[config.mk]
export PLATFORM = sky130hd
export DESIGN_NAME = program_flow_unit_top
export DESIGN_NICKNAME = d
export VERILOG_FILES = /design/src/design/pfu_pkg.sv /design/src/design/pfu_exec.sv /design/src/design/program_flow_unit_top.sv
export SDC_FILE = /design/constraint.sdc
export NUM_CORES = 1
export LEC_CHECK = 0
export BUFFER_PORTS_ARGS = -buffer_cell sky130_fd_sc_hd__buf_2
export CAP_MARGIN = 20
export CORE_MARGIN = 2
export CORE_UTILIZATION = 54
export CTS_CLUSTER_SIZE = 14
export DETAILED_ROUTE_END_ITERATION = 7
export PLACE_DENSITY_LB_ADDON = 0.1
export SYNTH_ARGS = -nofsm -noshare
export SYNTH_HDL_FRONTEND = slang
export SYNTH_SLANG_ARGS = --single-unit
export TNS_END_PERCENT = 5
[constraint.sdc]
create_clock -name clk -period 13.3 [get_ports clk]
set_input_delay 0 -clock clk [delete_from_list [all_inputs] [get_ports clk]]
set_output_delay 0 -clock clk [all_outputs]
set_load 0.02 [all_outputs]
[src/design/pfu_pkg.sv]
`timescale 1ns / 1ps
`default_nettype none

package pfu_pkg;

  // action codes
  localparam logic [3:0] ACT_BCC  = 4'd0;
  localparam logic [3:0] ACT_BRA  = 4'd1;
  localparam logic [3:0] ACT_BSR  = 4'd2;
  localparam logic [3:0] ACT_DBCC = 4'd3;
  localparam logic [3:0] ACT_JMP  = 4'd4;
  localparam logic [3:0] ACT_JSR  = 4'd5;
  localparam logic [3:0] ACT_NOP  = 4'd6;
  localparam logic [3:0] ACT_RTR  = 4'd7;
  localparam logic [3:0] ACT_RTS  = 4'd8;

  // condition codes of opcode bits 11-8
  localparam logic [3:0] CC_T  = 4'd0;
  localparam logic [3:0] CC_F  = 4'd1;
  localparam logic [3:0] CC_HI = 4'd2;
  localparam logic [3:0] CC_LS = 4'd3;
  localparam logic [3:0] CC_CC = 4'd4;
  localparam logic [3:0] CC_CS = 4'd5;
  localparam logic [3:0] CC_NE = 4'd6;
  localparam logic [3:0] CC_EQ = 4'd7;
  localparam logic [3:0] CC_VC = 4'd8;
  localparam logic [3:0] CC_VS = 4'd9;
  localparam logic [3:0] CC_PL = 4'd10;
  localparam logic [3:0] CC_MI = 4'd11;
  localparam logic [3:0] CC_GE = 4'd12;
  localparam logic [3:0] CC_LT = 4'd13;
  localparam logic [3:0] CC_GT = 4'd14;
  localparam logic [3:0] CC_LE = 4'd15;

  // flag bit positions in the x n z v c word
  localparam int FLAG_C = 0;
  localparam int FLAG_V = 1;
  localparam int FLAG_Z = 2;
  localparam int FLAG_N = 3;

  // cycle counts
  localparam logic [4:0] CYC_NONE      = 5'd0;
  localparam logic [4:0] CYC_NOP       = 5'd4;
  localparam logic [4:0] CYC_BCC_BYTE  = 5'd8;
  localparam logic [4:0] CYC_TAKEN     = 5'd10;
  localparam logic [4:0] CYC_BCC_WORD  = 5'd12;
  localparam logic [4:0] CYC_DBCC_TRUE = 5'd12;
  localparam logic [4:0] CYC_DBCC_EXP  = 5'd14;
  localparam logic [4:0] CYC_RTS       = 5'd16;
  localparam logic [4:0] CYC_BSR       = 5'd18;
  localparam logic [4:0] CYC_RTR       = 5'd20;

  // stack adjustments and pc offset
  localparam logic [31:0] SP_PUSH_LONG = 32'd4;
  localparam logic [31:0] SP_POP_RTS   = 32'd4;
  localparam logic [31:0] SP_POP_RTR   = 32'd6;
  localparam logic [31:0] PC_EXT_OFS   = 32'd2;

  typedef struct packed {
    logic [3:0]  action;
    logic [15:0] opcode;
    logic [15:0] extension_word;
    logic [31:0] instr_addr;
    logic [31:0] return_address;
    logic [31:0] target_address;
    logic        target_is_short;
    logic [4:0]  flags_in;
    logic [15:0] counter_in;
    logic [31:0] stack_pointer_in;
    logic [31:0] popped_long;
    logic [15:0] popped_word;
  } pfu_in_t;

  typedef struct packed {
    logic [31:0] next_pc;
    logic        pc_written;
    logic [31:0] stack_pointer_out;
    logic        push_write;
    logic [15:0] counter_out;
    logic        counter_write;
    logic [4:0]  flags_out;
    logic        flags_write;
    logic [4:0]  cycles;
  } pfu_out_t;

  // standard condition test
  function automatic logic cond_true(input logic [3:0] cc, input logic [4:0] f);
    logic c;
    logic v;
    logic z;
    logic n;
    logic res;
    c = f[FLAG_C];
    v = f[FLAG_V];
    z = f[FLAG_Z];
    n = f[FLAG_N];
    unique case (cc)
      CC_T:    res = 1'b1;
      CC_F:    res = 1'b0;
      CC_HI:   res = !c && !z;
      CC_LS:   res = c || z;
      CC_CC:   res = !c;
      CC_CS:   res = c;
      CC_NE:   res = !z;
      CC_EQ:   res = z;
      CC_VC:   res = !v;
      CC_VS:   res = v;
      CC_PL:   res = !n;
      CC_MI:   res = n;
      CC_GE:   res = (n == v);
      CC_LT:   res = (n != v);
      CC_GT:   res = !z && (n == v);
      CC_LE:   res = z || (n != v);
      default: res = 1'b0;
    endcase
    return res;
  endfunction

endpackage

`default_nettype wire

[src/design/pfu_exec.sv]
`timescale 1ns / 1ps
`default_nettype none

module pfu_exec (
  input  wire pfu_pkg::pfu_in_t  item,
  output pfu_pkg::pfu_out_t      res
);
  import pfu_pkg::*;

  logic        is_byte;
  logic        cond;
  logic [31:0] disp;
  logic [31:0] btarget;
  logic [31:0] jsr_target;

  // displacement select: dbcc always uses the extension word
  assign is_byte = (item.opcode[7:0] != 8'd0);
  assign disp = (is_byte && (item.action != ACT_DBCC))
              ? {{24{item.opcode[7]}}, item.opcode[7:0]}
              : {{16{item.extension_word[15]}}, item.extension_word};
  assign btarget = item.instr_addr + PC_EXT_OFS + disp;
  assign cond = cond_true(item.opcode[11:8], item.flags_in);
  assign jsr_target = item.target_is_short
                    ? {{16{item.target_address[15]}}, item.target_address[15:0]}
                    : item.target_address;

  // action decode
  always_comb begin
    res.next_pc           = 32'd0;
    res.pc_written        = 1'b0;
    res.stack_pointer_out = item.stack_pointer_in;
    res.push_write        = 1'b0;
    res.counter_out       = item.counter_in - 16'd1;
    res.counter_write     = 1'b0;
    res.flags_out         = item.flags_in;
    res.flags_write       = 1'b0;
    res.cycles            = CYC_NONE;
    unique case (item.action)
      ACT_BCC: begin
        if (cond) begin
          res.next_pc    = btarget;
          res.pc_written = 1'b1;
          res.cycles     = CYC_TAKEN;
        end else begin
          res.cycles = is_byte ? CYC_BCC_BYTE : CYC_BCC_WORD;
        end
      end
      ACT_BRA: begin
        res.next_pc    = btarget;
        res.pc_written = 1'b1;
        res.cycles     = CYC_TAKEN;
      end
      ACT_BSR: begin
        res.stack_pointer_out = item.stack_pointer_in - SP_PUSH_LONG;
        res.push_write        = 1'b1;
        res.next_pc           = btarget;
        res.pc_written        = 1'b1;
        res.cycles            = CYC_BSR;
      end
      ACT_DBCC: begin
        if (cond) begin
          res.cycles = CYC_DBCC_TRUE;
        end else begin
          res.counter_write = 1'b1;
          if (item.counter_in != 16'd0) begin
            res.next_pc    = btarget;
            res.pc_written = 1'b1;
            res.cycles     = CYC_TAKEN;
          end else begin
            res.cycles = CYC_DBCC_EXP;
          end
        end
      end
      ACT_JMP: begin
        res.next_pc    = item.target_address;
        res.pc_written = 1'b1;
      end
      ACT_JSR: begin
        res.stack_pointer_out = item.stack_pointer_in - SP_PUSH_LONG;
        res.push_write        = 1'b1;
        res.next_pc           = jsr_target;
        res.pc_written        = 1'b1;
      end
      ACT_NOP: begin
        res.cycles = CYC_NOP;
      end
      ACT_RTR: begin
        res.flags_out         = item.popped_word[4:0];
        res.flags_write       = 1'b1;
        res.next_pc           = item.popped_long;
        res.pc_written        = 1'b1;
        res.stack_pointer_out = item.stack_pointer_in + SP_POP_RTR;
        res.cycles            = CYC_RTR;
      end
      ACT_RTS: begin
        res.next_pc           = item.popped_long;
        res.pc_written        = 1'b1;
        res.stack_pointer_out = item.stack_pointer_in + SP_POP_RTS;
        res.cycles            = CYC_RTS;
      end
      default: begin
        res.cycles = CYC_NONE;
      end
    endcase
  end

endmodule

`default_nettype wire

[src/design/program_flow_unit_top.sv]
`timescale 1ns / 1ps
`default_nettype none

// Program-flow execute unit for a 68000-style core: Bcc, BRA, BSR, DBcc, JMP,
// JSR, NOP, RTR and RTS. Pulse start with an instruction on in_item; busy is
// high through reset and is cleared once reset is released, then stays low, so
// an instruction can be started every clock. The instruction passes through the
// input register and the result register, around one pass of decode, condition
// test and a 32-bit add; the result appears on out_item, marked by a
// one-cycle out_valid strobe; the receiver cannot stall it and must take it
// in that cycle.
// Memory reads and effective address decode are done by the caller.
module program_flow_unit_top (
  input  wire                logic clk,
  input  wire                logic rst_n,
  input  wire                logic start,
  output logic               busy,
  input  wire pfu_pkg::pfu_in_t   in_item,
  output logic               out_valid,
  output pfu_pkg::pfu_out_t  out_item
);
  import pfu_pkg::*;

  logic     busy_r;
  logic     in_valid_r;
  pfu_in_t  in_item_r;
  logic     out_valid_r;
  pfu_out_t out_item_r;
  pfu_out_t exec_res;

  assign busy      = busy_r;
  assign out_valid = out_valid_r;
  assign out_item  = out_item_r;

  // control: held busy through reset, then one transfer per cycle
  always_ff @(posedge clk) begin
    if (!rst_n) begin
      busy_r      <= 1'b1;
      in_valid_r  <= 1'b0;
      out_valid_r <= 1'b0;
    end else begin
      busy_r      <= 1'b0;
      in_valid_r  <= start && !busy_r;
      out_valid_r <= in_valid_r;
    end
  end

  // input register
  always_ff @(posedge clk) begin
    if (start && !busy_r) begin
      in_item_r <= in_item;
    end
  end

  pfu_exec u_exec (
    .item (in_item_r),
    .res  (exec_res)
  );

  // result register
  always_ff @(posedge clk) begin
    if (in_valid_r) begin
      out_item_r <= exec_res;
    end
  end

`ifndef SYNTHESIS
  a_result_follows: assert property (@(posedge clk) disable iff (!rst_n)
    in_valid_r |=> out_valid)
    else $error("registered instruction produced no result");

  a_push_jumps: assert property (@(posedge clk) disable iff (!rst_n)
    (out_valid && out_item.push_write) |-> out_item.pc_written)
    else $error("push without pc change");

  a_rtr_shape: assert property (@(posedge clk) disable iff (!rst_n)
    (out_valid && out_item.flags_write) |->
      (out_item.pc_written && !out_item.push_write))
    else $error("flag restore with wrong pc or stack update");

  a_dbcc_shape: assert property (@(posedge clk) disable iff (!rst_n)
    (out_valid && out_item.counter_write) |->
      (!out_item.push_write && !out_item.flags_write))
    else $error("counter write mixed with stack or flag write");
`endif

endmodule

`default_nettype wire
# Yosys cells after proc, flatten, opt, wreduce, memory -nomap -nowiden

Index checks and enable logic that the tools add are counted.

Latch bits: 0
Output and inout port bits: 96
Logic and storage cells: 90
Bits in read-only memories: 0
Flip-flop bits (word level): 284
Bits of input ports: 237
Memory bits (writable): 0
Memories kept: 0

Shift-type cells: 0
Divide/modulo/power cells: 0
Reductions and logical operators: 18
$add $sub $neg: 6
$lt $le $gt $ge: 0
Equal/unequal tests: 26
Multiply operators: 0
Bitwise logic cells: 0
Muxes and demuxes: 17

Operators by type and width:

| cell                                                | number |
|---|---|
| one-hot mux 33 bit (6 select lines)                 | 1 |
| 2-to-1 mux 33 bit                                   | 3 |
| one-hot mux 32 bit (3 select lines)                 | 1 |
| adder 32 x 3 -> 32 bit (second input constant)      | 2 |
| 2-to-1 mux 32 bit                                   | 2 |
| == test 4 bit (second input constant)               | 9 |
| one-hot mux 5 bit (7 select lines)                  | 1 |
| adder 32 x 2 -> 32 bit (second input constant)      | 1 |
| adder 32 bit                                        | 1 |
| == test 4 x 3 -> 1 bit (second input constant)      | 8 |
| subtractor 32 x 3 -> 32 bit (second input constant) | 1 |
| == test 4 x 2 -> 1 bit (second input constant)      | 4 |
| one-hot mux 1 bit (16 select lines)                 | 1 |
| nonzero test 16 bit                                 | 1 |
| subtractor 16 x 1 -> 16 bit (second input constant) | 1 |
| 2-to-1 mux 3 bit                                    | 3 |
| == test 4 x 1 -> 1 bit (second input constant)      | 2 |
| logical NOT 4 bit                                   | 2 |
| nonzero test 8 bit                                  | 1 |
| 2-to-1 mux 6 bit                                    | 1 |
| OR reduction 2 bit                                  | 3 |
| logical NOT 1 bit                                   | 5 |
| 2-to-1 mux 5 bit                                    | 1 |
| logical AND 1 bit                                   | 4 |
| 5 further kinds                                     | 8 |

# Longest topological paths before layout

Word-level depth: 7
Depth in mapped cells: 19
Depth with buffers taken out: 18

# Cells and area by module

Synthesis repeated with hierarchy kept, for this count alone.

Cell total of the unflattened synthesis: 1167
Area total of the unflattened synthesis: 15492.4 um^2

By module, submodules not included:

| module                | area each (um^2) | instances | cells an instance |
|---|---|---|---|
| program_flow_unit_top | 9934.5           | 1         | 335 |
| pfu_exec              | 5557.8           | 1         | 832 |

# Worst setup path before layout

OpenSTA, ideal clock, no wires.

Path kind: register to register
From: reg busy_r (netlist: busy)
To: reg in_item_r[0] (netlist bit), enable pin
Path slack: 3.948 ns
Period minus slack after synthesis: 9.352 ns
Cell stages (with the launch flop): 2
Arrival time: 8.595 ns
Path through: dfxtp_1 nor2b_1

Cells in the longest elaborated chain, start to end: 2

Ends and longest elaborated chain:

| what                   | line                        | source |
|---|---|---|
| start, declared        | program_flow_unit_top.sv:24 | `logic busy_r;` |
| start signal, assigned | program_flow_unit_top.sv:38 | `busy_r <= 1'b1;` |
| start signal, assigned | program_flow_unit_top.sv:42 | `busy_r <= 1'b0;` |
| logical NOT 1 bit      | program_flow_unit_top.sv:50 | `if (start && !busy_r) begin` |
| logical AND 1 bit      | program_flow_unit_top.sv:50 |  |
| end signal, assigned   | program_flow_unit_top.sv:51 | `in_item_r <= in_item;` |
| end, declared          | program_flow_unit_top.sv:26 | `pfu_in_t in_item_r;` |

No other way between the ends.
A chain may end at the register's enable or synchronous reset.

==> metrics.cfg <==
[pwr]
ir_drop_mv=0.119
leakagePower_nw=7.49
power-per-cell-area_nw_per_um2=115

[final_layout]
drive_above_1_share_pct=22.0
layout.nets=1950
syn_to_final_growth_pct=32.5
fillers=1771

[routing]
wire_per_inst_um=18.9
drt_wl_total_mm=37.4
ant_nets=0
vias=11125
routed_via_density=5.62
drt_iter0_drc=891
route.detailed.drc=0
first_pass_iters=5

[setup_path]
end_kind=flip-flop
cp-start-kind=flip-flop
cp.arrival_ns=5.55
critPathMaxFanout=17
crit_required_ns=13.59
crit_type=reg -> reg

[timing]
setup_viol=0
clock_skew_ns=0.0150
hold_slack_ns=0.149
hold_viol_final=0
tightestPinTransition_ns=1.08
min_period_ns=5.27
slew_headroom_pct=28.3
fmax_mhz=190
rsz0062_at_grt=no
slew_violations=0
fin_setup_tns_ns=0
period_share_pct=39.6

[global_routing]
grt_use_met1_pct=34.0
track_usage_pct=26.5
grt.overflow.total=0
use_met2_pct=45.8
grt_max_degree=189
first_global_vias=11325
grt_pass1_wl_mm=58.9
use_met3_pct=3.46
antenna_found_initial=2
busiest_layer=met2

[clock_network]
cts_root_buffer=clkbuf_16
cts_buffer_depth=3
cts_tree=yes
clk_pin_slew_ns=0.06
h-tree-depth=1
insertion_delay_ns=0.55
post_cts_buffers=0
cts.sink_count=283
cts_inserted_buffers=29

[die]
die-area_um2=27600
die_height_um=166
start_util_pct=54.8
fp.dieW_um=166
coreArea_um2=25900
num_rows=59
io_pins=333

[synth]
syn_nets=1474
synthCells=1144
yosysSeqAreaShare_pct=59.7
ys.flop_type=edfxtp_1
synthArstFlopShare_pct=0
synth-seq-cells=283
yosys_warnings=0
syn-cell-area_um2=14200
avgSynthCellArea_um2=12.4
synth_edf_count=280
synthDistinctLibCells=77

[place]
dpl.hpwl_mm=23.7
portBuffers=284
place.gp.congestion=0.865

[run]
drv_cap=0

[hold_path]
hold_path.class=in -> reg

[status]
status=finished clean

==> critical path, stage by stage (launching register included) <==
cell,delay [ns]
edfxtp_1,0.38
or4_1,0.66
o21ai_1,0.55
buf_4,0.27
nand2_1,0.06
nand2_1,0.46
ha_1,0.36
ha_1,0.43
nand4_1,0.15
or3_1,0.36
inv_1,0.11
o211ai_1,0.18
a21oi_1,0.21
o22ai_1,0.16
o31ai_1,0.32
xnor2_1,0.23
o21ai_1,0.10
==> area by class of cell <==
type                            count  area [um2]  share of cell area, %
Antenna cell                        2        5.00                 0.0266
Tap cell                          335         419                   2.23
Multi-Input combinational cell    791        5460                   29.0
Sequential cell                   283        8470                   45.1
Clock inverter                     17         185                  0.985
Clock buffer                       35         748                   3.98
Timing Repair Buffer              482        3390                   18.0
Inverter                           33         124                  0.659
==> final timing paths <==
check                               startpoint        endpoint  slack [ns]  depth (start not counted)
worst max-delay path            in_item_r[215]    out_item[93]        8.03                         16
worst min register to register   in_item_r[48]    out_item[29]        0.45                          0
worst max register to register  in_item_r[215]    out_item[93]        8.03                         16
worst min-delay path              in_item[221]  in_item_r[221]        0.15                          2
==> placed cells by master (no fill, tap or decap), drive strengths merged, types with 8 or more instances in the layout <==
cell type      n
o21ai         92
and2          11
and3           9
a21oi         70
a22oi         17
a211oi        12
inv           34
xnor2         39
ha            91
a31oi         10
a21o          28
o21a          10
nor3          13
dlygate4sd3  188
nand4         10
o211ai        14
a221oi        17
nor2          51
buf          294
o31ai          8
clkbuf        35
nor2b         11
nand3         29
edfxtp       280
nand2        117
clkinv        11
xor2          32
==> power breakdown <==
| group | total [mW] | internal (mW) | switching [mW] |
|---|---|---|---|
| Sequential | 1.04 | 1.02 | 0.0188 |
| Combinational | 0.310 | 0.144 | 0.166 |
| Clock | 0.803 | 0.475 | 0.328 |
==> cell families (layout without fill, tap and decap cells) <==
logic type      Yosys count  after routing  share of synthesized area (%)
xor+xnor                 71             71                           4.38
other cells               1              3                         0.0264
buf+inv                  70            567                           1.96
simple gates            295            295                           9.99
fa+ha+maj                93             93                           8.31
flops                   283            283                           59.7
mux                       5              5                          0.361
compound gates          326            326                           15.3
==> Yosys cell counts (12+ instances only) <==
cell type / instances / share of area (%)
a221oi_1: 16 / 0.99
o21ai_0: 79 / 2.8
ha_1: 91 / 8.0
nor2_1: 51 / 1.3
nor3_1: 12 / 0.42
o211ai_1: 14 / 0.74
xor2_1: 32 / 2.0
clkbuf_1: 26 / 0.69
xnor2_1: 39 / 2.4
a22oi_1: 17 / 0.90
edfxtp_1: 280 / 59
a21oi_1: 69 / 2.4
nand2_1: 117 / 3.1
nand3_1: 29 / 1.0
inv_1: 32 / 0.85
a21o_1: 28 / 1.5
==> through the flow <==
stage / utilization, % / setup WS (ns) / std cells / power [mW] / area, um2
detailed placement: 61.7 / 8.10 / 1736 / 1.32 / 16000
CTS: 72.6 / 8.08 / 1976 / 2.16 / 18800
global route: 72.6 / 7.65 / 1978 / 2.24 / 18800
finish: 72.6 / 8.03 / 1978 / 2.16 / 18800
floorplan: - / 3.95 / 1144 / 1.24 / 14200
global placement: 61.7 / 8.09 / 1736 / 1.31 / 16000
==> metal layers <==
| metal | share of wire, % | vias to the layer above |
|---|---|---|
| met2 | 49 | 418 |
| li1 | - | 5353 |
| met5 | 0 | - |
| met4 | 4.4 | 0 |
| met3 | 5.6 | 103 |
| met1 | 41 | 5251 |
==> what timing repair did <==
item	4_1_cts	5_1_grt
resized for setup	0	0
hold endpoints to repair	190	0
hold buffers	188	0
==> state kept, by name, indices dropped and copies added (netlist names) <==
register    cells
busy            1
out_valid       1
out_item       93
in_item_r     187
in_valid_r      1
(Power assumes the default switching activity.)
